$ cat config.mk
export PLATFORM = sky130hd
export DESIGN_NAME = vehicle_speed_window_filter_flat
export DESIGN_NICKNAME = d
export VERILOG_FILES = /design/src/rtl/vswf_pkg.sv /design/src/rtl/vswf_if.sv /design/src/rtl/vswf_cell.sv /design/src/rtl/vswf_window.sv /design/src/rtl/vehicle_speed_window_filter.sv /design/src/flat_wrapper.sv
export SDC_FILE = /design/constraint.sdc
export NUM_CORES = 2
export LEC_CHECK = 0
export BUFFER_PORTS_ARGS = -buffer_cell sky130_fd_sc_hd__clkbuf_2
export CAP_MARGIN = 25
export CORE_MARGIN = 3
export CORE_UTILIZATION = 69
export DETAILED_ROUTE_END_ITERATION = 6
export PLACE_DENSITY = 0.94
export SYNTH_ARGS = -nofsm -noshare
export SYNTH_HDL_FRONTEND = slang
export SYNTH_SLANG_ARGS = --single-unit
$ cat constraint.sdc
create_clock -name clk -period 24.4 [get_ports clk]
set_clock_uncertainty 0.15 [all_clocks]
set_input_delay 1.22 -clock clk [delete_from_list [all_inputs] [get_ports clk]]
set_output_delay 1.22 -clock clk [all_outputs]
set_load 0.01 [all_outputs]
$ cat src/rtl/vswf_pkg.sv
// vswf_pkg: shared types and constants for the vehicle speed window filter
// no dependencies
package vswf_pkg;
  localparam int Window = 5;
  localparam int CntW = $clog2(Window + 1);
  localparam logic [15:0] GainFwdReset = 16'd3342;
  localparam logic [15:0] GainRevReset = 16'd3189;
  localparam logic [7:0] ClutchMask = 8'h40;
  localparam logic [19:0] UsPerS = 20'd1000000;
  localparam logic [1:0] RegGainFwd = 2'd0;
  localparam logic [1:0] RegGainRev = 2'd1;
  // shift-in command for a window chain
  typedef struct packed {
    logic push;
    logic signed [15:0] value;
  } win_cmd_t;
endpackage

$ cat src/rtl/vswf_if.sv
// vswf_in_if, vswf_out_if: valid/ready channels of the filter
// no dependencies
interface vswf_in_if (input logic clk);
  logic valid;
  logic ready;
  logic [63:0] frame_payload;
  logic [23:0] elapsed_us;
  modport source (output valid, frame_payload, elapsed_us, input ready);
  modport sink (input valid, frame_payload, elapsed_us, output ready);
endinterface

interface vswf_out_if (input logic clk);
  logic valid;
  logic ready;
  logic signed [15:0] speed;
  logic signed [15:0] speed_mean;
  logic signed [15:0] speed_median;
  logic signed [15:0] accel;
  logic signed [15:0] accel_mean;
  logic signed [15:0] accel_median;
  logic accel_valid;
  logic signed [15:0] steer_raw;
  logic signed [23:0] steer_degrees;
  logic clutch_engaged;
  modport source (output valid, speed, speed_mean, speed_median, accel, accel_mean,
    accel_median, accel_valid, steer_raw, steer_degrees, clutch_engaged, input ready);
  modport sink (input valid, speed, speed_mean, speed_median, accel, accel_mean,
    accel_median, accel_valid, steer_raw, steer_degrees, clutch_engaged, output ready);
endinterface

$ cat src/rtl/vswf_cell.sv
// vswf_cell: one window slot; shifts to its neighbor and ranks itself
// no dependencies
module vswf_cell (
  input  logic clk,
  input  logic shift,
  input  logic signed [15:0] din,
  output logic signed [15:0] dout,
  // rank pass: a value circulates past every cell
  input  logic rank_clr,
  input  logic rank_en,
  input  logic signed [15:0] probe,
  input  logic [4:0] probe_idx,
  input  logic [4:0] my_idx,
  output logic [4:0] rank
);
  always_ff @(posedge clk) begin
    if (shift) dout <= din;
  end
  // stable rank: count smaller values, ties broken by slot index
  always_ff @(posedge clk) begin
    if (rank_clr) begin
      rank <= '0;
    end else if (rank_en) begin
      if (probe < dout || (probe == dout && probe_idx < my_idx)) rank <= rank + 5'd1;
    end
  end
endmodule

$ cat src/rtl/vswf_window.sv
// vswf_window: chain of cells with serial sum and rank-based median
// depends on vswf_pkg, vswf_cell
module vswf_window (
  input  logic clk,
  input  logic rst,
  input  vswf_pkg::win_cmd_t cmd,
  input  logic start,
  output logic done,
  output logic signed [15:0] mean,
  output logic signed [15:0] median,
  output logic signed [15:0] newest
);
  localparam int W = vswf_pkg::Window;
  logic signed [15:0] data [W];
  logic [4:0] ranks [W];
  logic [vswf_pkg::CntW-1:0] count;
  logic [4:0] step;
  logic busy;
  logic signed [15:0] probe;
  logic signed [19:0] sum;
  logic signed [15:0] med;
  logic signed [15:0] med_next;
  // divide stage
  logic [1:0] phase;
  logic [19:0] rem;
  logic [19:0] mag;
  logic [15:0] q;
  logic neg;

  // ranks include invalid slots; subtract those that counted against slot i
  function automatic logic [4:0] rank_bad(input int i);
    logic [4:0] n;
    n = '0;
    for (int k = 0; k < W; k++)
      if (5'(k) >= 5'(count) && (data[k] < data[i] || (data[k] == data[i] && k < i)))
        n = n + 5'd1;
    return n;
  endfunction

  for (genvar i = 0; i < W; i++) begin : g_cell
    vswf_cell u_cell (
      .clk(clk), .shift(cmd.push),
      .din(i == 0 ? cmd.value : data[(i == 0) ? 0 : i - 1]),
      .dout(data[i]), .rank_clr(start), .rank_en(busy && phase == 2'd0),
      .probe(probe), .probe_idx(step), .my_idx(5'(i)), .rank(ranks[i]));
  end

  always_comb begin
    probe = data[0];
    for (int i = 0; i < W; i++) if (step == 5'(i)) probe = data[i];
  end

  // median: the valid slot whose rank among valid slots is count/2
  always_comb begin
    med_next = 16'sd0;
    for (int i = 0; i < W; i++) begin
      if (5'(i) < 5'(count) && ranks[i] - rank_bad(i) == 5'(count >> 1))
        med_next = data[i];
    end
  end

  assign newest = data[0];
  assign median = med;

  always_ff @(posedge clk) begin
    if (rst) begin
      count <= '0;
      busy <= 1'b0;
      done <= 1'b0;
      phase <= 2'd0;
    end else begin
      done <= 1'b0;
      if (cmd.push && count != vswf_pkg::CntW'(W)) count <= count + 1'b1;
      if (start) begin
        busy <= 1'b1;
        step <= '0;
        sum <= '0;
        phase <= 2'd0;
      end else if (busy) begin
        case (phase)
          2'd0: begin
            // probe walks slot by slot; only valid slots add to the sum
            if (step < 5'(count)) sum <= sum + 20'(probe);
            if (step == 5'(W - 1)) begin
              phase <= 2'd1;
              step <= '0;
            end else begin
              step <= step + 5'd1;
            end
          end
          2'd1: begin
            neg <= sum[19];
            mag <= sum[19] ? -sum : sum;
            rem <= '0;
            q <= '0;
            step <= 5'd19;
            phase <= 2'd2;
            med <= med_next;
          end
          2'd2: begin
            // restoring divide by count, one bit a cycle
            if ({rem[18:0], mag[step]} >= 20'(count)) begin
              rem <= {rem[18:0], mag[step]} - 20'(count);
              if (step < 5'd16) q[step[3:0]] <= 1'b1;
            end else begin
              rem <= {rem[18:0], mag[step]};
            end
            if (step == 5'd0) phase <= 2'd3;
            else step <= step - 5'd1;
          end
          default: begin
            mean <= neg ? -q : q;
            busy <= 1'b0;
            done <= 1'b1;
            phase <= 2'd0;
          end
        endcase
      end
    end
  end
endmodule

$ cat src/rtl/vehicle_speed_window_filter.sv
// vehicle_speed_window_filter: top level of the status frame filter
// depends on vswf_pkg, vswf_if, vswf_window, vswf_cell
//
//  channel  dir  transfer carries
//  in       in   frame_payload, elapsed_us
//  out      out  speed and window stats, accel and stats, steering, clutch
//  apb      in   gain_forward (0x0), gain_reverse (0x4)
//
// a frame steps through SDiv, SWin and SWait: the acceleration divide runs one
// quotient bit a cycle over 36 bits, SWin pushes the new acceleration once a
// previous speed exists, then both windows sum, rank and divide; the result
// is registered when both are done and holds until its transfer
// reset clears counts, gains and handshake state; window slots are undefined
// a stalled result holds in the output register; input ready waits for it
module vehicle_speed_window_filter (
  input  logic clk,
  input  logic rst,
  vswf_in_if.sink in,
  vswf_out_if.source out,
  input  logic psel,
  input  logic penable,
  input  logic pwrite,
  input  logic [2:0] paddr,
  input  logic [31:0] pwdata,
  output logic [31:0] prdata,
  output logic pready
);
  logic [15:0] gain_forward, gain_reverse;
  logic [2:0] state;
  localparam logic [2:0] SIdle = 3'd0, SDiv = 3'd1, SWin = 3'd2, SWait = 3'd3,
    SOut = 3'd4;
  logic [63:0] payload;
  logic [23:0] elapsed;
  logic have_prev;
  logic signed [15:0] spd, prev_spd;
  // prev minus current speed and its magnitude
  logic signed [16:0] diff;
  logic [16:0] dmag;
  // accel divide: |diff| * 1e6 / elapsed
  logic [35:0] num;
  logic [24:0] rem;
  logic [35:0] quo;
  logic [5:0] bitn;
  logic neg;
  logic signed [15:0] acc;
  vswf_pkg::win_cmd_t scmd, acmd;
  logic start, sdone, adone, sgot, agot;
  logic signed [15:0] smean, smed, amean, amed, snew, anew;
  logic signed [31:0] prod;

  assign pready = 1'b1;
  always_comb begin
    case (paddr[2])
      vswf_pkg::RegGainFwd[0]: prdata = {16'd0, gain_forward};
      default: prdata = {16'd0, gain_reverse};
    endcase
  end
  always_ff @(posedge clk) begin
    if (rst) begin
      gain_forward <= vswf_pkg::GainFwdReset;
      gain_reverse <= vswf_pkg::GainRevReset;
    end else if (psel && penable && pwrite) begin
      if (paddr == {vswf_pkg::RegGainFwd, 1'b0} << 1) gain_forward <= pwdata[15:0];
      else if (paddr == 3'({vswf_pkg::RegGainRev, 2'b00})) gain_reverse <= pwdata[15:0];
    end
  end

  assign in.ready = (state == SIdle);
  assign spd = $signed(in.frame_payload[15:0]);

  vswf_window u_speed (.clk(clk), .rst(rst), .cmd(scmd), .start(start), .done(sdone),
    .mean(smean), .median(smed), .newest(snew));
  vswf_window u_accel (.clk(clk), .rst(rst), .cmd(acmd), .start(start), .done(adone),
    .mean(amean), .median(amed), .newest(anew));

  // acceleration is pushed once the last quotient bit has settled
  always_comb begin
    scmd.push = in.valid && in.ready;
    scmd.value = spd;
    acmd.push = (state == SWin) && have_prev;
    acmd.value = acc;
  end
  assign prev_spd = snew;

  assign diff = $signed({prev_spd[15], prev_spd}) - $signed({spd[15], spd});
  assign dmag = diff[16] ? 17'(-diff) : 17'(diff);

  // saturate quotient; zero elapsed gives 0 for no change, else the rail of its sign
  always_comb begin
    logic [36:0] qq;
    qq = {1'b0, quo};
    if (elapsed == 24'd0) acc = (num == 36'd0) ? 16'sd0 : (neg ? -16'sd32768 : 16'sd32767);
    else if (!neg) acc = (qq > 37'd32767) ? 16'sd32767 : 16'(quo);
    else acc = (qq > 37'd32768) ? -16'sd32768 : -16'(quo);
  end

  assign prod = $signed(payload[31:16]) * $signed({1'b0, ($signed(payload[15:0]) >= 0)
    ? gain_forward : gain_reverse});

  always_ff @(posedge clk) begin
    if (rst) begin
      state <= SIdle;
      have_prev <= 1'b0;
      out.valid <= 1'b0;
      start <= 1'b0;
    end else begin
      start <= 1'b0;
      case (state)
        SIdle: if (in.valid) begin
          payload <= in.frame_payload;
          elapsed <= in.elapsed_us;
          // prev minus current, before the new speed shifts in
          neg <= diff[16];
          num <= dmag * vswf_pkg::UsPerS;
          rem <= '0;
          quo <= '0;
          bitn <= 6'd35;
          state <= SDiv;
        end
        SDiv: begin
          if (elapsed != 24'd0) begin
            if ({rem[23:0], num[bitn]} >= {1'b0, elapsed}) begin
              rem <= {rem[23:0], num[bitn]} - {1'b0, elapsed};
              quo[bitn] <= 1'b1;
            end else begin
              rem <= {rem[23:0], num[bitn]};
            end
          end
          if (bitn == 6'd0) begin
            state <= SWin;
          end else begin
            bitn <= bitn - 6'd1;
          end
        end
        SWin: begin
          start <= 1'b1;
          sgot <= 1'b0;
          agot <= 1'b0;
          state <= SWait;
        end
        SWait: begin
          if (sdone) sgot <= 1'b1;
          if (adone) agot <= 1'b1;
          if ((sgot || sdone) && (agot || adone)) begin
            out.valid <= 1'b1;
            out.speed <= $signed(payload[15:0]);
            out.speed_mean <= smean;
            out.speed_median <= smed;
            out.accel <= have_prev ? acc : 16'sd0;
            out.accel_mean <= have_prev ? amean : 16'sd0;
            out.accel_median <= have_prev ? amed : 16'sd0;
            out.accel_valid <= have_prev;
            out.steer_raw <= $signed(payload[31:16]);
            out.steer_degrees <= 24'(prod >>> 8);
            out.clutch_engaged <= (payload[55:48] & vswf_pkg::ClutchMask) == 8'd0;
            have_prev <= 1'b1;
            state <= SOut;
          end
        end
        default: if (out.ready) begin
          out.valid <= 1'b0;
          state <= SIdle;
        end
      endcase
    end
  end
endmodule

$ cat src/flat_wrapper.sv
// flat-port wrapper written by rule: the top's interface ports become plain ports
module vehicle_speed_window_filter_flat 
  (clk, rst, psel, penable, pwrite, paddr, pwdata, prdata, pready, in_valid, in_frame_payload, in_elapsed_us, in_ready, out_valid, out_speed, out_speed_mean, out_speed_median, out_accel, out_accel_mean, out_accel_median, out_accel_valid, out_steer_raw, out_steer_degrees, out_clutch_engaged, out_ready);
  vswf_in_if in_i (.clk(clk));
  vswf_out_if out_i (.clk(clk));
  input  logic clk;
  input  logic rst;
  input  logic psel;
  input  logic penable;
  input  logic pwrite;
  input  logic [2:0] paddr;
  input  logic [31:0] pwdata;
  output logic [31:0] prdata;
  output logic pready;
  input wire logic [$bits(in_i.valid)-1:0] in_valid;
  input wire logic [$bits(in_i.frame_payload)-1:0] in_frame_payload;
  input wire logic [$bits(in_i.elapsed_us)-1:0] in_elapsed_us;
  output wire logic [$bits(in_i.ready)-1:0] in_ready;
  output wire logic [$bits(out_i.valid)-1:0] out_valid;
  output wire logic [$bits(out_i.speed)-1:0] out_speed;
  output wire logic [$bits(out_i.speed_mean)-1:0] out_speed_mean;
  output wire logic [$bits(out_i.speed_median)-1:0] out_speed_median;
  output wire logic [$bits(out_i.accel)-1:0] out_accel;
  output wire logic [$bits(out_i.accel_mean)-1:0] out_accel_mean;
  output wire logic [$bits(out_i.accel_median)-1:0] out_accel_median;
  output wire logic [$bits(out_i.accel_valid)-1:0] out_accel_valid;
  output wire logic [$bits(out_i.steer_raw)-1:0] out_steer_raw;
  output wire logic [$bits(out_i.steer_degrees)-1:0] out_steer_degrees;
  output wire logic [$bits(out_i.clutch_engaged)-1:0] out_clutch_engaged;
  input wire logic [$bits(out_i.ready)-1:0] out_ready;
  assign in_i.valid = in_valid;
  assign in_i.frame_payload = in_frame_payload;
  assign in_i.elapsed_us = in_elapsed_us;
  assign in_ready = in_i.ready;
  assign out_valid = out_i.valid;
  assign out_speed = out_i.speed;
  assign out_speed_mean = out_i.speed_mean;
  assign out_speed_median = out_i.speed_median;
  assign out_accel = out_i.accel;
  assign out_accel_mean = out_i.accel_mean;
  assign out_accel_median = out_i.accel_median;
  assign out_accel_valid = out_i.accel_valid;
  assign out_steer_raw = out_i.steer_raw;
  assign out_steer_degrees = out_i.steer_degrees;
  assign out_clutch_engaged = out_i.clutch_engaged;
  assign out_i.ready = out_ready;
  vehicle_speed_window_filter u_core (.clk(clk), .rst(rst), .in(in_i), .out(out_i), .psel(psel), .penable(penable), .pwrite(pwrite), .paddr(paddr), .pwdata(pwdata), .prdata(prdata), .pready(pready));
endmodule
=== Word level (Yosys, flattened, before mapping) ===
Cells that the tools add are included.
Widths: inputs -> output; s select.

* $add $sub $neg: 79
* Multiply operators: 2
* $lt $le $gt $ge: 108
* Equal/unequal tests: 76
* Multiplexer cells: 155
* Bitwise gates (word level): 11
* Reductions and logical operators: 181

{| class="wikitable"
|+ Operators with widths
! cell !! number
|-
| $lt 16x16->1 || 60
|-
| $mux 16 || 32
|-
| $eq 16x16->1 || 30
|-
| $add 5x1->5 const B || 42
|-
| $mux 5 || 40
|-
| $mux 20 || 6
|-
| $mux 36 || 3
|-
| $logic_and 1x1->1 || 82
|-
| $mux 19 || 4
|-
| $pmux 19 s2 || 2
|-
| $mux 24 || 3
|-
| $pmux 36 s2 || 1
|-
| $pmux 16 s2 || 2
|-
| $reduce_and 4->1 || 13
|-
| $eq 5x2->1 || 10
|-
| $sub 5x5->5 || 10
|-
| $neg 16->16 || 3
|-
| $pmux 24 s2 || 1
|-
| $add 20x16->20 || 2
|-
| $ge 20x3->1 || 2
|-
| $neg 20->20 || 2
|-
| $sub 19x3->19 || 2
|-
| $gt 36x15->1 const B || 1
|-
| $gt 36x16->1 const B || 1
|-
| other kinds (76) || 258
|}

* Register bits: 804
* Output and inout port bits: 173
* Word-level logic and storage cells: 683

=== Depth between registers and ports, before layout ===
* Depth after elaboration: 19
* Mapped depth: 37
* Gate-level depth less buffers: 36

=== By module ===
From an unflattened synthesis, not the netlist that was laid out.

* Cell total of the unflattened synthesis: 6,993
* Area, all modules: 68,051.5 µm²

{| class="wikitable"
|+ By module, submodules not included
! module !! instances !! cells each !! area an instance (µm²) !! seq. area each (µm²)
|-
| vehicle_speed_window_filter || 1 || 2,674 || 27,615.2 || 9,589.2
|-
| vswf_window (u_core.u_speed) || 1 || 1,543 || 13,769.5 || 3,533.4
|-
| vswf_window (u_core.u_accel) || 1 || 1,496 || 13,516.7 || 3,533.4
|-
| vswf_cell || 10 || 128 || 1,315.0 || 580.6
|}

=== Worst setup path before layout ===
No wires, ideal clock.

* Path kind: in2reg
* Start: in in_frame_payload[0]
* End: reg u_core.num[34], data pin
* Setup time: 0.258 ns
* Arrival time: 8.453 ns
* Path slack: 15.539 ns
* Stages on the path: 31
* Buffers on the path: 1
* Cells stage by stage: ha_1 fa_1 nand2b_1 a21oi_1 o31ai_1 and3_1 o31ai_1 o21a_1 inv_1 clkbuf_1 o21ai_0 fa_1 fa_1 fa_1 ha_1 a21o_1 ha_1 inv_1 fa_1 inv_1 ha_1 a21o_1 a21oi_1 o211ai_1 nor3_1 o21ai_0 nand2_1 o2111ai_1 a31o_2 a21oi_1 xnor2_1

* Elaborated cells between the ends (all ways): 4

{| class="wikitable"
|+ RTL lines
! what !! RTL line !! text
|-
| from (decl) || flat_wrapper.sv:16 || <nowiki>input wire logic [$bits(in_i.frame_payload)-1:0] in_frame_payload;</nowiki>
|-
| $sub 16x16->17 || vehicle_speed_window_filter.sv:85 || <nowiki>assign diff = $signed({prev_spd[15], prev_spd}) - $signed({spd[15], spd});</nowiki>
|-
| named net u_core.diff[16] || vehicle_speed_window_filter.sv:37 || <nowiki>logic signed [16:0] diff;</nowiki>
|-
| $mux 17 || vehicle_speed_window_filter.sv:86 || <nowiki>assign dmag = diff[16] ? 17'(-diff) : 17'(diff);</nowiki>
|-
| named net u_core.dmag[1] || vehicle_speed_window_filter.sv:38 || <nowiki>logic [16:0] dmag;</nowiki>
|-
| $mul 17x14->30 || vehicle_speed_window_filter.sv:114 || <nowiki>num <= dmag * vswf_pkg::UsPerS;</nowiki>
|-
| to (signal assigned) || vehicle_speed_window_filter.sv:114 ||
|-
| to (decl) || vehicle_speed_window_filter.sv:40 || <nowiki>logic [35:0] num;</nowiki>
|}

The timed path passes the listed nets, and every way through them passes these cells.
A chain may end at the register's enable or synchronous reset.

=== Worst setup path in the final report ===
* Start: reg u_core.u_speed.g_cell[0].u_cell.dout[0]
* End: reg u_core.num[34], data pin

* Word-level cells in the longest chain between the ends: 4

{| class="wikitable"
|+ RTL lines
! what !! RTL line !! text
|-
| from (decl) || vswf_cell.sv:7 || <nowiki>output logic signed [15:0] dout,</nowiki>
|-
| from (signal assigned) || vswf_cell.sv:17 || <nowiki>if (shift) dout <= din;</nowiki>
|-
| $sub 16x16->17 * || vehicle_speed_window_filter.sv:85 ||
|-
| $neg 17->17 || vehicle_speed_window_filter.sv:86 ||
|-
| $mux 17 * || vehicle_speed_window_filter.sv:86 ||
|-
| $mul 17x14->30 * || vehicle_speed_window_filter.sv:114 ||
|}

Every way passes the cells marked *; elsewhere a longest branch is shown, timed or not.

==> metrics <==
status complete, but fails checks; violated checks design-rule violations; initial antenna violation count 4; Final setup viols 0; clk_lat worst skew 0.69 ns; Rows 111; f_max 0.1013 GHz; crit-path most repeated cell inv_1; Max clock buf depth 3; pin count of the biggest net entering global routing 83; DRT iter0 DRCs 5557; internal reg-to-reg setup slack 14.53 ns; drt drc 1; remaining global-route overflow 0; area grow syn2layout 8.570%; IO Pins 303; Port-buffer cells 238; vias in the first global route 52.42k; drt wl/cell 21.19 microns; Post-DP HPWL 123900 microns; RSZ-0062 raised after global routing false; sequential area share after synthesis 34.77%; overall power of the completed layout 7.982 mW; drt total wl 169800 microns; CP endpoint u_core.num[34]$_DFFE_PP_; die height 312.0 microns; Setup TNS 0 ns; Fin. Hold Viols 0; global-route wire length before repair 270500 microns; Sink Count 782; Final Cycle Share 40.46%; Buf/Inv on CP 8; Die Footprint 97320 sq um; P per Cell Area 113.8 nW/um^2; measured slew at the worst slew-check pin 1.171 ns; H-Tree Depth 3; Synth cell types 97; number of nets with antenna violations after routing 0; share of the synthesized area in the top cell type 31.61%; crit-path max FO 12; critical path type reg -> reg; CTS tree built; relative slew slack 21.96%; leakage power 31.12 nW; EDFF count, synth 680; Worst Path Required 24.68 ns; Vias/cell 6.461; worst endpoint data arrival time 10.16 ns; via count 51.77k; synthesized cell area 64590 sq um; post-CTS setup buffers 0; Num CTS Buffers 87; drt pass-1 iters 7; max-slew violations 0; Die W 312.0 microns; CP Capture Type flop; Setup crit start u_core.u_speed.g_cell[0].u_cell.dout[0]$_DFFE_PP_; CP max stage cell o21a_1; Synth area leader edfxtp_1; HP Class reg -> reg; Max Cap Viol 0; worst-case reg-to-reg path depth 35; Post-synth top flop edfxtp_1; peak supply drop 0.4178 mV; core area 92220 sq um; WP depth 35; Hold-fix buffers, CTS 0; Synth top cells by count 896 x ha_1, 697 x inv_1, 680 x edfxtp_1, 469 x nor2_1, 465 x nand2_1; flops & latches, synth 782; Post-Syn Instances 6493; Nets 7982; Total Routing Usage GR 34.26%; Worst-path clk slew 0.06 ns; Area contributors post-synth edfxtp_1 32%, ha_1 17%, fa_1 8.1%, inv_1 4.1%, a21oi_1 3.3%; CP max stage delay 0.54 ns; post-cts sizing count 0; GP Congestion 1.010; Hold WS 0.2631 ns; Mean Syn Cell Area 9.948 sq um; Critical R2R Launch u_core.u_speed.g_cell[0].u_cell.dout[0]$_DFFE_PP_; post-layout min period 9.872 ns; share of layout cells above drive strength 1 8.618%; r2r endpoint u_core.num[34]$_DFFE_PP_; Synth async-reset ratio 0%; Clk Tree Root Cell clkbuf_16; top-count cell post-synth ha_1; Critical Path Start Type flop; Yosys warnings 0; CP top delay family adder cells; Starting Density 70.04%
[report_power, final]
part	leakage (nW)	switching (mW)	internal, mW
combinational	22.5	2.73	2.07
sequential	7.14	0.0540	1.76
clock	1.43	0.583	0.788
[metrics by stage]
stage,utilization (%),std cells,instance area [sq um],setup WS [ns]
6_report,76.04,8012,70130,14.53
5_1_grt,76.04,8010,70120,14.06
4_1_cts,75.93,7998,70020,14.36
3_5_place_dp,72.71,7840,67050,14.04
3_3_place_gp,72.67,7836,67010,14.39
2_1_floorplan,-,6518,64690,15.54
[routing by layer]
metal / vias to the layer above / routed length [microns] / GRT usage (%)
li1: 23420 / - / -
met1: 24710 / 64090 / 42.57
met2: 2890 / 79830 / 56.96
met3: 749 / 15930 / 6.664
met4: 2 / 9919 / 17.95
met5: - / 19 / 0
[sequential cells by signal, summed over array words and instances (netlist names), 19 cells and up]
signal	cells
u_core.elapsed	24
u_core.num	30
u_core.out.steer_degrees	24
u_core.payload	33
u_core.quo	36
u_core.rem	24
u_core.u_accel.g_cell.u_cell.dout	80
u_core.u_accel.g_cell.u_cell.rank	25
u_core.u_accel.mag	20
u_core.u_accel.rem	19
u_core.u_accel.sum	20
u_core.u_speed.g_cell.u_cell.dout	80
u_core.u_speed.g_cell.u_cell.rank	25
u_core.u_speed.mag	20
u_core.u_speed.rem	19
u_core.u_speed.sum	20
[worst min path at each step]
stage / start / end / slack, ns / depth (start not counted)
floorplan: u_core.payload[0]$_DFFE_PP_ / u_core.out.speed[0]$_DFFE_PP_ / 0.25 / 0
global placement: u_core.payload[6]$_DFFE_PP_ / u_core.out.speed[6]$_DFFE_PP_ / 0.25 / 0
detailed placement: u_core.payload[8]$_DFFE_PP_ / u_core.out.speed[8]$_DFFE_PP_ / 0.25 / 0
CTS: u_core.payload[4]$_DFFE_PP_ / u_core.out.speed[4]$_DFFE_PP_ / 0.27 / 0
global route: u_core.payload[4]$_DFFE_PP_ / u_core.out.speed[4]$_DFFE_PP_ / 0.27 / 0
finish: u_core.payload[4]$_DFFE_PP_ / u_core.out.speed[4]$_DFFE_PP_ / 0.26 / 0
[cell type report]
| class | instances | area, sq um |
|---|---|---|
| Clock inverter | 53 | 630.6 |
| Sequential cell | 782 | 22470 |
| Inverter | 697 | 2618 |
| Antenna cell | 4 | 10.01 |
| Multi-Input combinational cell | 4830 | 38840 |
| Tap cell | 1243 | 1555 |
| Fill cell | 5866 | 22090 |
| Timing Repair Buffer | 298 | 1672 |
| Clock buffer | 105 | 2338 |
[cell usage in the layout (no fill, tap or decap), drive strengths merged, types with 18 or more instances in the layout]
master	instances
mux2	62
dfxtp	102
o21ai	210
or3	33
edfxtp	680
a21oi	426
o21a	91
o31ai	32
a31oi	63
fa	260
nand4	136
a21o	161
a2111oi	19
ha	896
inv	702
conb	27
or2	29
nand3b	18
xor2	109
a22oi	35
nor2	469
a21boi	25
nand2b	103
clkinv	32
nand3	70
mux2i	71
nor3	87
nor4	45
nor2b	140
buf	58
a211oi	81
nor3b	22
xnor2	204
or4	19
and3	27
clkbuf	345
nand2	465
and2	191
[kinds of logic (layout without fill, tap and decap cells)]
| family | count (synthesis) | count (layout) | share of synthesized area [%] |
|---|---|---|---|
| simple gates | 1893 | 1893 | 14.71 |
| compound gates | 1296 | 1296 | 12.87 |
| mux | 143 | 143 | 2.530 |
| buf+inv | 906 | 1153 | 5.387 |
| other cells | 2 | 31 | 0.01163 |
| flops | 782 | 782 | 34.77 |
| fa+ha+maj | 1157 | 1157 | 25.43 |
| xor+xnor | 314 | 314 | 4.293 |
Note: power is estimated with default switching activity, not from simulation.
